### src/sv/hpc_pkg.sv
package hpc_pkg;

	localparam int HEIGHT_BITS_DEF = 12;
	localparam int LOWEST_W        = 16;
	localparam int STATE_W_MIN     = 17;
	localparam int CFG_DATA_W      = 10;
	localparam int CFG_INDEX_W     = 2;
	localparam int BELT_BAND_W     = 10;
	localparam int FLAT_OFFSET_W   = 8;
	localparam int FLAT_BAND_W     = 10;

	localparam int BELT_BAND_RST   = 200;
	localparam int FLAT_OFFSET_RST = 25;
	localparam int FLAT_BAND_RST   = 200;
	localparam int BELT_LOW_RST    = 3600;
	localparam int BELT_HIGH_RST   = 0;
	localparam int FLAT_LOW_RST    = 60000;
	localparam int FLAT_HIGH_RST   = 2560;

	typedef enum logic [CFG_INDEX_W-1:0] {
		REG_BELT_BAND   = 2'd0,
		REG_FLAT_OFFSET = 2'd1,
		REG_FLAT_BAND   = 2'd2
	} reg_index_t;

	typedef enum logic [1:0] {
		EV_MARKER   = 2'd0,
		EV_FLAT     = 2'd1,
		EV_NOT_FLAT = 2'd2
	} event_t;

	typedef struct packed {
		logic [BELT_BAND_W-1:0]   belt_band;
		logic [FLAT_OFFSET_W-1:0] flat_offset;
		logic [FLAT_BAND_W-1:0]   flat_band;
	} cfg_t;

	typedef struct packed {
		logic   emit;
		event_t ev;
	} result_t;

endpackage

### src/sv/height_profile_classifier_core.sv
// channel   signals                                    direction
// input     in_valid, in_ready, calibrating, height    in, one transfer per sample
// output    out_valid, out_ready, event_res            out, zero or one per sample
// config    wr_en, wr_index, wr_data                   in, write only, no wait
//
// one sample per cycle sustained unless a held result stalls; a transfer is captured in the
// sample register, which feeds one level of compare/add logic that updates the state
// and loads the result register in the same cycle
// a held result stalls only a sample that produces a result; others keep flowing
// asynchronous reset restores register and state defaults, no clearing pass
module height_profile_classifier_core
	import hpc_pkg::*;
#(
	parameter int HEIGHT_BITS = HEIGHT_BITS_DEF
) (
	input  logic                   clk,
	input  logic                   arst_n,
	input  logic                   in_valid,
	output logic                   in_ready,
	input  logic                   calibrating,
	input  logic [HEIGHT_BITS-1:0] height,
	output logic                   out_valid,
	input  logic                   out_ready,
	output logic [1:0]             event_res,
	input  logic                   wr_en,
	input  logic [CFG_INDEX_W-1:0] wr_index,
	input  logic [CFG_DATA_W-1:0]  wr_data
);

	logic                   valid_s1;
	logic                   calibrating_s1;
	logic [HEIGHT_BITS-1:0] height_s1;
	logic                   out_valid_q;
	event_t                 event_q;
	logic                   adv;
	cfg_t                   cfg;
	result_t                res;

	hpc_cfg_regs u_cfg (
		.clk      (clk),
		.arst_n   (arst_n),
		.wr_en    (wr_en),
		.wr_index (wr_index),
		.wr_data  (wr_data),
		.cfg      (cfg)
	);

	hpc_eval #(
		.HEIGHT_BITS (HEIGHT_BITS)
	) u_eval (
		.clk         (clk),
		.arst_n      (arst_n),
		.step        (adv),
		.calibrating (calibrating_s1),
		.height      (height_s1),
		.cfg         (cfg),
		.res         (res)
	);

	assign adv      = valid_s1 && (!res.emit || !out_valid_q || out_ready);
	assign in_ready = !valid_s1 || adv;

	always_ff @(posedge clk or negedge arst_n) begin
		if (!arst_n) begin
			valid_s1 <= 1'b0;
		end else if (in_ready) begin
			valid_s1 <= in_valid;
		end
	end

	always_ff @(posedge clk) begin
		if (in_ready && in_valid) begin
			calibrating_s1 <= calibrating;
			height_s1      <= height;
		end
	end

	always_ff @(posedge clk or negedge arst_n) begin
		if (!arst_n) begin
			out_valid_q <= 1'b0;
		end else if (adv && res.emit) begin
			out_valid_q <= 1'b1;
		end else if (out_ready) begin
			out_valid_q <= 1'b0;
		end
	end

	always_ff @(posedge clk) begin
		if (adv && res.emit) begin
			event_q <= res.ev;
		end
	end

	assign out_valid = out_valid_q;
	assign event_res = event_q;

	a_sample_held: assert property (@(posedge clk) disable iff (!arst_n)
		valid_s1 && !adv |=> valid_s1 && $stable(height_s1) && $stable(calibrating_s1))
		else $error("stalled sample lost");

	a_no_overwrite: assert property (@(posedge clk) disable iff (!arst_n)
		adv && res.emit |-> !out_valid_q || out_ready)
		else $error("pending result overwritten");

	a_code_range: assert property (@(posedge clk) disable iff (!arst_n)
		out_valid_q |-> (event_q == EV_MARKER) || (event_q == EV_FLAT)
		|| (event_q == EV_NOT_FLAT))
		else $error("undefined result code");

endmodule

### src/sv/hpc_cfg_regs.sv
module hpc_cfg_regs
	import hpc_pkg::*;
(
	input  logic                   clk,
	input  logic                   arst_n,
	input  logic                   wr_en,
	input  logic [CFG_INDEX_W-1:0] wr_index,
	input  logic [CFG_DATA_W-1:0]  wr_data,
	output cfg_t                   cfg
);

	cfg_t cfg_q;

	always_ff @(posedge clk or negedge arst_n) begin
		if (!arst_n) begin
			cfg_q.belt_band   <= BELT_BAND_W'(BELT_BAND_RST);
			cfg_q.flat_offset <= FLAT_OFFSET_W'(FLAT_OFFSET_RST);
			cfg_q.flat_band   <= FLAT_BAND_W'(FLAT_BAND_RST);
		end else if (wr_en) begin
			unique case (reg_index_t'(wr_index))
				REG_BELT_BAND:   cfg_q.belt_band   <= wr_data[BELT_BAND_W-1:0];
				REG_FLAT_OFFSET: cfg_q.flat_offset <= wr_data[FLAT_OFFSET_W-1:0];
				REG_FLAT_BAND:   cfg_q.flat_band   <= wr_data[FLAT_BAND_W-1:0];
				default: ;
			endcase
		end
	end

	assign cfg = cfg_q;

endmodule

### src/sv/hpc_eval.sv
module hpc_eval
	import hpc_pkg::*;
#(
	parameter int HEIGHT_BITS = HEIGHT_BITS_DEF
) (
	input  logic                   clk,
	input  logic                   arst_n,
	input  logic                   step,
	input  logic                   calibrating,
	input  logic [HEIGHT_BITS-1:0] height,
	input  cfg_t                   cfg,
	output result_t                res
);

	localparam int SW = (HEIGHT_BITS + 2 > STATE_W_MIN) ? HEIGHT_BITS + 2 : STATE_W_MIN;

	logic signed [SW-1:0] belt_low_q, belt_high_q, flat_low_q, flat_high_q;
	logic                 measuring_q, left_belt_q;
	logic [LOWEST_W-1:0]  lowest_q;

	logic signed [SW-1:0] belt_low_d, belt_high_d, flat_low_d, flat_high_d;
	logic                 measuring_d, left_belt_d;
	logic [LOWEST_W-1:0]  lowest_d;

	logic signed [SW-1:0] h, band, offset, fband, lo;
	logic [LOWEST_W-1:0]  h_lo;
	logic                 depart, lb_mid, back, on_belt, below;
	result_t              res_c;

	always_comb begin
		h      = signed'(SW'(height));
		h_lo   = LOWEST_W'(height);
		band   = signed'(SW'(cfg.belt_band));
		offset = signed'(SW'(cfg.flat_offset));
		fband  = signed'(SW'(cfg.flat_band));
		lo     = signed'(SW'(lowest_q));

		on_belt = (belt_high_q > h) && (h > belt_low_q);
		below   = h < belt_low_q;

		belt_low_d  = belt_low_q;
		belt_high_d = belt_high_q;
		flat_low_d  = flat_low_q;
		flat_high_d = flat_high_q;
		measuring_d = measuring_q;
		left_belt_d = left_belt_q;
		lowest_d    = lowest_q;
		res_c.emit  = 1'b0;
		res_c.ev    = EV_MARKER;

		depart = 1'b0;
		lb_mid = 1'b0;
		back   = 1'b0;

		if (calibrating) begin
			depart      = !left_belt_q && ((belt_high_q - h) > band);
			lb_mid      = left_belt_q || depart;
			back        = lb_mid && on_belt;
			left_belt_d = lb_mid && !back;
			res_c.emit  = depart || back;
			if (!left_belt_d && (belt_high_q < h)) begin
				belt_high_d = h;
				belt_low_d  = h - band;
			end
			if (flat_low_q > h) begin
				flat_low_d  = h - offset;
				flat_high_d = h - offset + fband;
			end
		end else if (!measuring_q) begin
			if (!on_belt && below) begin
				measuring_d = 1'b1;
				if (h_lo < lowest_q) begin
					lowest_d = h_lo;
				end
				res_c.emit = 1'b1;
			end
		end else begin
			if (below && (h_lo < lowest_q)) begin
				lowest_d = h_lo;
			end
			if (on_belt) begin
				res_c.emit  = 1'b1;
				res_c.ev    = ((flat_high_q > lo) && (lo > flat_low_q)) ? EV_FLAT : EV_NOT_FLAT;
				measuring_d = 1'b0;
				lowest_d    = '1;
			end
		end
	end

	always_ff @(posedge clk or negedge arst_n) begin
		if (!arst_n) begin
			belt_low_q  <= SW'(BELT_LOW_RST);
			belt_high_q <= SW'(BELT_HIGH_RST);
			flat_low_q  <= SW'(FLAT_LOW_RST);
			flat_high_q <= SW'(FLAT_HIGH_RST);
			measuring_q <= 1'b0;
			left_belt_q <= 1'b0;
			lowest_q    <= '1;
		end else if (step) begin
			belt_low_q  <= belt_low_d;
			belt_high_q <= belt_high_d;
			flat_low_q  <= flat_low_d;
			flat_high_q <= flat_high_d;
			measuring_q <= measuring_d;
			left_belt_q <= left_belt_d;
			lowest_q    <= lowest_d;
		end
	end

	assign res = res_c;

	a_lowest_idle: assert property (@(posedge clk) disable iff (!arst_n)
		!measuring_q |-> lowest_q == {LOWEST_W{1'b1}})
		else $error("lowest reading not cleared outside a measurement");

	a_verdict_needs_meas: assert property (@(posedge clk) disable iff (!arst_n)
		step && res_c.emit && (res_c.ev != EV_MARKER) |-> measuring_q && !calibrating)
		else $error("verdict without open measurement");

	a_verdict_closes: assert property (@(posedge clk) disable iff (!arst_n)
		step && res_c.emit && (res_c.ev != EV_MARKER) |=> !measuring_q)
		else $error("measurement still open after verdict");

	a_open_marks: assert property (@(posedge clk) disable iff (!arst_n)
		step && !calibrating && !measuring_q && measuring_d |-> res_c.emit
		&& (res_c.ev == EV_MARKER))
		else $error("measurement opened without marker");

endmodule
### config.mk
export PLATFORM = sky130hd
export DESIGN_NAME = height_profile_classifier_core
export DESIGN_NICKNAME = d
export VERILOG_FILES = /design/src/sv/hpc_pkg.sv /design/src/sv/height_profile_classifier_core.sv /design/src/sv/hpc_cfg_regs.sv /design/src/sv/hpc_eval.sv
export SDC_FILE = /design/constraint.sdc
export NUM_CORES = 1
export LEC_CHECK = 0
export BUFFER_PORTS_ARGS = -buffer_cell sky130_fd_sc_hd__buf_2
export CAP_MARGIN = 30
export CORE_ASPECT_RATIO = 1.2
export CORE_MARGIN = 1
export CORE_UTILIZATION = 28
export DETAILED_ROUTE_END_ITERATION = 7
export PLACE_DENSITY = 0.44
export SYNTH_ARGS = -nofsm -noshare
export SYNTH_HDL_FRONTEND = slang
export SYNTH_SLANG_ARGS = --single-unit
### constraint.sdc
create_clock -name clk -period 5.4 [get_ports clk]
set_clock_uncertainty 0.1 [all_clocks]
set_input_delay 0.27 -clock clk [delete_from_list [all_inputs] [get_ports clk]]
set_output_delay 0.27 -clock clk [all_outputs]
set_load 0.005 [all_outputs]
# Word-level counts from Yosys, hierarchy flattened

Index checks and enable logic that the tools add are counted.

Bits in registers: 126
Input bits: 30
Output and inout bits: 4
Word-level logic and storage cells: 84

Add/subtract/negate cells: 4
Magnitude comparators: 9
Equality and inequality tests: 3
Muxes and demuxes: 14
Bitwise operators: 3
Reductions and logical operators: 36

Operators with widths:

| kind               | number |
|---|---|
| $mux 16            | 5 |
| $gt 17x17->1       | 2 |
| $add 17x11->17     | 1 |
| $gt 13x17->1       | 1 |
| $gt 17x11->1       | 1 |
| $gt 17x13->1       | 1 |
| $lt 13x17->1       | 1 |
| $lt 12x16->1       | 1 |
| $sub 12x10->13     | 1 |
| $sub 12x12->13     | 1 |
| $sub 12x8->13      | 1 |
| $gt 12x12->1       | 1 |
| $lt 12x12->1       | 1 |
| $logic_and 1x1->1  | 11 |
| $reduce_and 2->1   | 5 |
| $logic_not 1->1    | 7 |
| $mux 1             | 7 |
| $reduce_and 3->1   | 2 |
| $reduce_bool 2->1  | 3 |
| $logic_or 1x1->1   | 5 |
| $reduce_and 5->1   | 1 |
| $mux 3             | 1 |
| $ne 3x3->1 const B | 1 |
| $not 1->1          | 3 |
| other kinds (5)    | 5 |

# Logic depth before layout (Yosys ltp)

Depth after elaboration: 13
Mapped depth: 19
Mapped depth without buffers: 18

# By module

A second synthesis with hierarchy kept.

Cells, all modules: 770
Area, all modules: 7902.6 µm²

Modules (own cells, without submodules):

| module                         | times used | cells each | area each (µm²) | sequential area each (µm²) |
|---|---|---|---|---|
| hpc_eval                       | 1          | 684        | 6264.8          | 1731.7 |
| hpc_cfg_regs                   | 1          | 61         | 1081.0          | 711.9 |
| height_profile_classifier_core | 1          | 25         | 556.8           | 500.5 |

# Worst setup path after synthesis

Ideal clock, no wire load.

Path type: reg-to-reg
Start: register height_s1[1]
End: register calibrating_s1 (enable)
Library setup time: 0.403 ns
Data arrival time: 4.194 ns
Data required time: 4.897 ns
Setup slack: 0.703 ns
Stages on the path, launching flop included: 18
Path buffers: 0
Clock period less this slack: 4.697 ns
Cells stage by stage: edfxtp_1 inv_1 ha_1 nor2b_1 o31a_1 o21ai_0 a21boi_0 o21ai_0 a21boi_0 nor2_1 ha_1 o21ai_0 o21ai_0 nor3_1 a311oi_1 o31ai_1 a311oi_1 a21boi_0

Cells in the longest elaborated chain, start to end: 13
Elaborated cells between the ends (all ways): 22
Classes of those cells: add/sub (1); order compare (4); mux (4); reduce/logical (13)

Ends and longest elaborated chain:

| item                                                         | line                                 | RTL |
|---|---|---|
| from (decl)                                                  | height_profile_classifier_core.sv:32 | `logic [HEIGHT_BITS-1:0] height_s1;` |
| from (signal assigned)                                       | height_profile_classifier_core.sv:74 | `height_s1 <= height;` |
| $sub 12x12->13 (tied with other cells)                       | hpc_eval.sv:56                       | `depart = !left_belt_q && ((belt_high_q - h) > band);` |
| $gt 17x11->1 / $logic_and 1x1->1 (equally long branches)     | hpc_eval.sv:56, hpc_eval.sv:38       |  |
| $logic_and 1x1->1 / $logic_not 1->1 (equally long branches)  | hpc_eval.sv:56, hpc_eval.sv:70       |  |
| $logic_or 1x1->1 / $logic_and 1x1->1 (equally long branches) | hpc_eval.sv:57, hpc_eval.sv:70       |  |
| $logic_and 1x1->1 / $mux 1 (equally long branches)           | hpc_eval.sv:58, hpc_eval.sv:70       |  |
| $logic_or 1x1->1 / $mux 1 (equally long branches)            | hpc_eval.sv:60, hpc_eval.sv:69       |  |
| $mux 1 (*)                                                   | hpc_eval.sv:55                       | `if (calibrating) begin` |
| $logic_not 1->1 (*)                                          | height_profile_classifier_core.sv:60 | `assign adv = valid_s1 && (!res.emit \|\| !out_valid_q \|\| out_ready);` |
| $logic_or 1x1->1 (*) (2 in series)                           | height_profile_classifier_core.sv:60 |  |
| $logic_and 1x1->1 (*)                                        | height_profile_classifier_core.sv:60 |  |
| $logic_or 1x1->1 (*)                                         | height_profile_classifier_core.sv:61 | `assign in_ready = !valid_s1 \|\| adv;` |
| $logic_and 1x1->1 (*)                                        | height_profile_classifier_core.sv:72 | `if (in_ready && in_valid) begin` |
| to (signal assigned)                                         | height_profile_classifier_core.sv:73 | `calibrating_s1 <= calibrating;` |
| to (decl)                                                    | height_profile_classifier_core.sv:31 | `logic calibrating_s1;` |

Every way passes the cells marked *; elsewhere a longest branch is shown, timed or not.
A chain may end at the register's enable or synchronous reset.

# Worst setup path after layout

Start: register height_s1[1]
End: output in_ready

Cells in the longest elaborated chain, start to end: 12
Elaborated cells between the ends (all ways): 21
Classes of those cells: add/sub (1); order compare (4); mux (4); reduce/logical (12)

Ends and longest elaborated chain:

| item                                                         | line                                 | RTL |
|---|---|---|
| $sub 12x12->13 (tied with other cells)                       | hpc_eval.sv:56                       |  |
| $gt 17x11->1 / $logic_and 1x1->1 (equally long branches)     | hpc_eval.sv:56, hpc_eval.sv:38       |  |
| $logic_and 1x1->1 / $logic_not 1->1 (equally long branches)  | hpc_eval.sv:56, hpc_eval.sv:70       |  |
| $logic_or 1x1->1 / $logic_and 1x1->1 (equally long branches) | hpc_eval.sv:57, hpc_eval.sv:70       |  |
| $logic_and 1x1->1 / $mux 1 (equally long branches)           | hpc_eval.sv:58, hpc_eval.sv:70       |  |
| $logic_or 1x1->1 / $mux 1 (equally long branches)            | hpc_eval.sv:60, hpc_eval.sv:69       |  |
| $mux 1 (*)                                                   | hpc_eval.sv:55                       |  |
| $logic_not 1->1 (*)                                          | height_profile_classifier_core.sv:60 |  |
| $logic_or 1x1->1 (*) (2 in series)                           | height_profile_classifier_core.sv:60 |  |
| $logic_and 1x1->1 (*)                                        | height_profile_classifier_core.sv:60 |  |
| $logic_or 1x1->1 (*)                                         | height_profile_classifier_core.sv:61 |  |
| to (decl)                                                    | height_profile_classifier_core.sv:19 | `output logic in_ready,` |

Marked as above.

==> flow_summary.ini <==
[outcome]
status = complete, no violations

[route]
viasPerCell = 4.768
antenna_left = 0
vias = 6175
routed_wl_mm = 22.81
top_layer = met4
drtIter0Drc = 316
routed-wl-met2_mm = 10.88
drtPass1Iterations = 5
drt-met1-wl_mm = 10.97
wl_per_cell_um = 17.61
drc = 0
met3_length_um = 619

[clock_network]
cts_tree = yes
cts.sinks = 116
h-tree-depth = 4
clk_latency_ps = 430
cts_buffers = 17
clk_pin_slew_ps = 60
clockRootBuffer = clkbuf_16
clockBufferDepth = 2

[worst_setup_path]
worst_r2r_path_depth = 20
path_cells = buf_4 > inv_1 > ha_1 > nor2b_1 > o31a_1 > o21ai_0 > a21boi_0 > o21ai_0 > a21boi_0 > nor2_1 > ha_1 > nand4_1 > nor3_1 > nor3_1 > a311oi_1 > o31ai_1 > a311oi_2 > nand2_1 > buf_2
crit_family = compound AO/OA/AOI/OAI gates
end_kind = output pin
worstReg2RegStart = height_s1[1]$_DFFE_PP_
slowest_stage = a311oi_1
worstSetupPathDepth = 19
critPathMaxFanout = 8
critical_path_class = reg2out
critPathArrivalTime_ps = 4530
worstPathBufferInverterCount = 3
crit_required_ps = 5030
cp-startpoint = height_s1[1]$_DFFE_PP_
crit_path_start_kind = flip-flop
slowest_delay_ps = 390

[floorplanning]
start_util_pct = 28.42
fp.dieH_um = 188.9
die_x_um = 157.7
ioPinCount = 34
core_mm2 = 0.02867
die_area_mm2 = 0.02979
num_rows = 68

[synthesis]
synth_ff_type = dfrtp_1
synth_top_area_share_pct = 20.88
ys_warn_count = 0
ys_ff_latch = 116
yosys.area.top_type = dfrtp_1
synthDistinctLibCells = 59
yosys-top-cells-area = dfrtp_1, ha_1, dfstp_2
yosysSeqAreaShare_pct = 37.05
async_flop_share_pct = 87.07
syn_area_per_cell_um2 = 9.783
synth_edf_count = 15
synth_area_mm2 = 0.008149
syn_nets = 982
synthCells = 833

[global_routing]
gr-total-overflow = 0
grt_pass1_vias = 6172
grt_pass1_wl_mm = 35.79
antenna_found_initial = 0
grt_use_total_pct = 16.31
grt_max_degree = 59

[power_and_ir_drop]
comb_power_share_pct = 48.7
pwr-share-seq_pct = 28.0
p_leak_nw = 4.425
vdd_drop_max_mv = 0.1946
internal_power_mw = 3.243
clkPwrFrac_pct = 23.4
power_density_mw_per_mm2 = 556.9
power_switching_mw = 2.114
switching_share_pct = 39.46

[place]
gp_congestion = 0.8215
hpwl_mm = 17.67
dp_cells = 1247
portBuffers = 33
post-place-ws_ps = 719.9

[layout]
drive_above_1_share_pct = 15.93
diodes = 0
final_cell_mix = ha_1, inv_1, dfrtp_1
mostFrequentLayoutCell = ha_1
syn2layout_area_growth_pct = 18.04
final_cells = 1295
fillCellCount = 3004
fin_nets = 1046

[timing]
min_period_ps = 4897
setup_viol = 0
grt_setup_unrepaired = false
timing.slew.headroom_pct = 37.15
fmax_ghz = 0.2042
worstMarginPinSlew_ps = 930.5
post-route-period-util_pct = 90.69
fin_setup_tns_ps = 0
slew_violations = 0
fin_ws_ps = 502.7
hold_viol_final = 0

[worst_hold_path]
hp-start = wr_data[9]
hold_path_depth = 3
hold_path.class = in2reg

[run]
maxCapViolations = 0
## synth_stat cells (13+ instances only)
cell and number:
a21o_1 19, a21oi_1 37, dfrtp_1 68, dfstp_2 33, edfxtp_1 15, ha_1 115, inv_1 93, mux2_1 20
mux2_2 21, nand2_1 63, nand3_1 17, nor2_1 45, nor3_1 17, o21a_1 13, o21ai_0 58, xnor2_1 21
## final cells by class
cell class	count	area (um^2)	area share, %
Multi-Input combinational cell	606	4697	48.83
Sequential cell	116	3019	31.39
Clock buffer	24	493.0	5.125
Tap cell	385	481.7	5.008
Inverter	93	349.1	3.629
Timing Repair Buffer	63	432.9	4.501
Clock inverter	8	146.4	1.522
## sequential cells by signal (all words and copies together) (netlist names)
name	flops
calibrating_s1	1
out_valid	1
u_eval.belt_low_q	13
event_res	2
u_eval.flat_high_q	17
u_eval.measuring_q	1
u_eval.left_belt_q	1
u_eval.lowest_q	13
u_eval.belt_high_q	12
height_s1	12
u_eval.flat_low_q	14
valid_s1	1
u_cfg.cfg	28
## power by group through the flow
stage	logic [mW]	registers, mW	clock network [mW]
2_1_floorplan	1.96	1.42	0
3_3_place_gp	2.58	1.51	0
3_5_place_dp	2.59	1.52	0
4_1_cts	2.62	1.50	1.28
5_1_grt	2.98	1.54	1.31
6_report	2.61	1.50	1.25
## cells by family after synthesis
logic type	count (synthesis)	synth area share, %
compound gates	198	16.29
xor+xnor	31	3.332
simple gates	207	12.34
buf+inv	111	5.450
flops	116	37.05
fa+ha+maj	119	18.64
mux	51	6.894
## path summary, 6_finish.rpt
check	endpoint	slack, ps
setup / recovery	in_ready	500
hold / removal	u_cfg.cfg[27]$_DFFE_PN0P_	10
setup reg to reg	u_eval.flat_low_q[1]$_DFFE_PN0P_	680
hold reg to reg	u_eval.belt_low_q[5]$_DFFE_PN0P_	370
max in group asynchronous	u_eval.flat_high_q[0]$_DFFE_PN0P_	3700
min in group asynchronous	u_eval.flat_high_q[7]$_DFFE_PN0P_	370
## repair_timing
action,in CTS,in global routing
hold buffers,16,0
endpoints found under the setup margin,0,1
setup buffers,0,0
endpoints found under the hold margin,56,0
gates resized for setup,0,1
## stage by stage
stage / power (mW) / area [um^2] / hold slack [ps] / util, %
detailed placement: 4.102 / 8813 / 313.8 / 30.74
floorplan: 3.380 / 8149 / -125.6 / -
global placement: 4.091 / 8813 / 313.5 / 30.74
CTS: 5.411 / 9613 / 2.782 / 33.53
finish: 5.357 / 9619 / 12.58 / 33.55
global route: 5.830 / 9619 / 18.19 / 33.55
## worst min-delay path: cells and delay by family
family | cells | cell delay (ps)
AOI/OAI and AO/OA | 1 | 60
and+or+nand+nor | 1 | 50
buffers and inverters | 1 | 120
## routing by layer
metal | vias to the layer above | track usage [%]
met3 | 19 | 2.197
met5 | - | 0
met4 | 0 | 5.265
met2 | 107 | 27.01
li1 | 3119 | -
met1 | 2930 | 21.74
No activity file was read; power rests on OpenSTA's default activity.
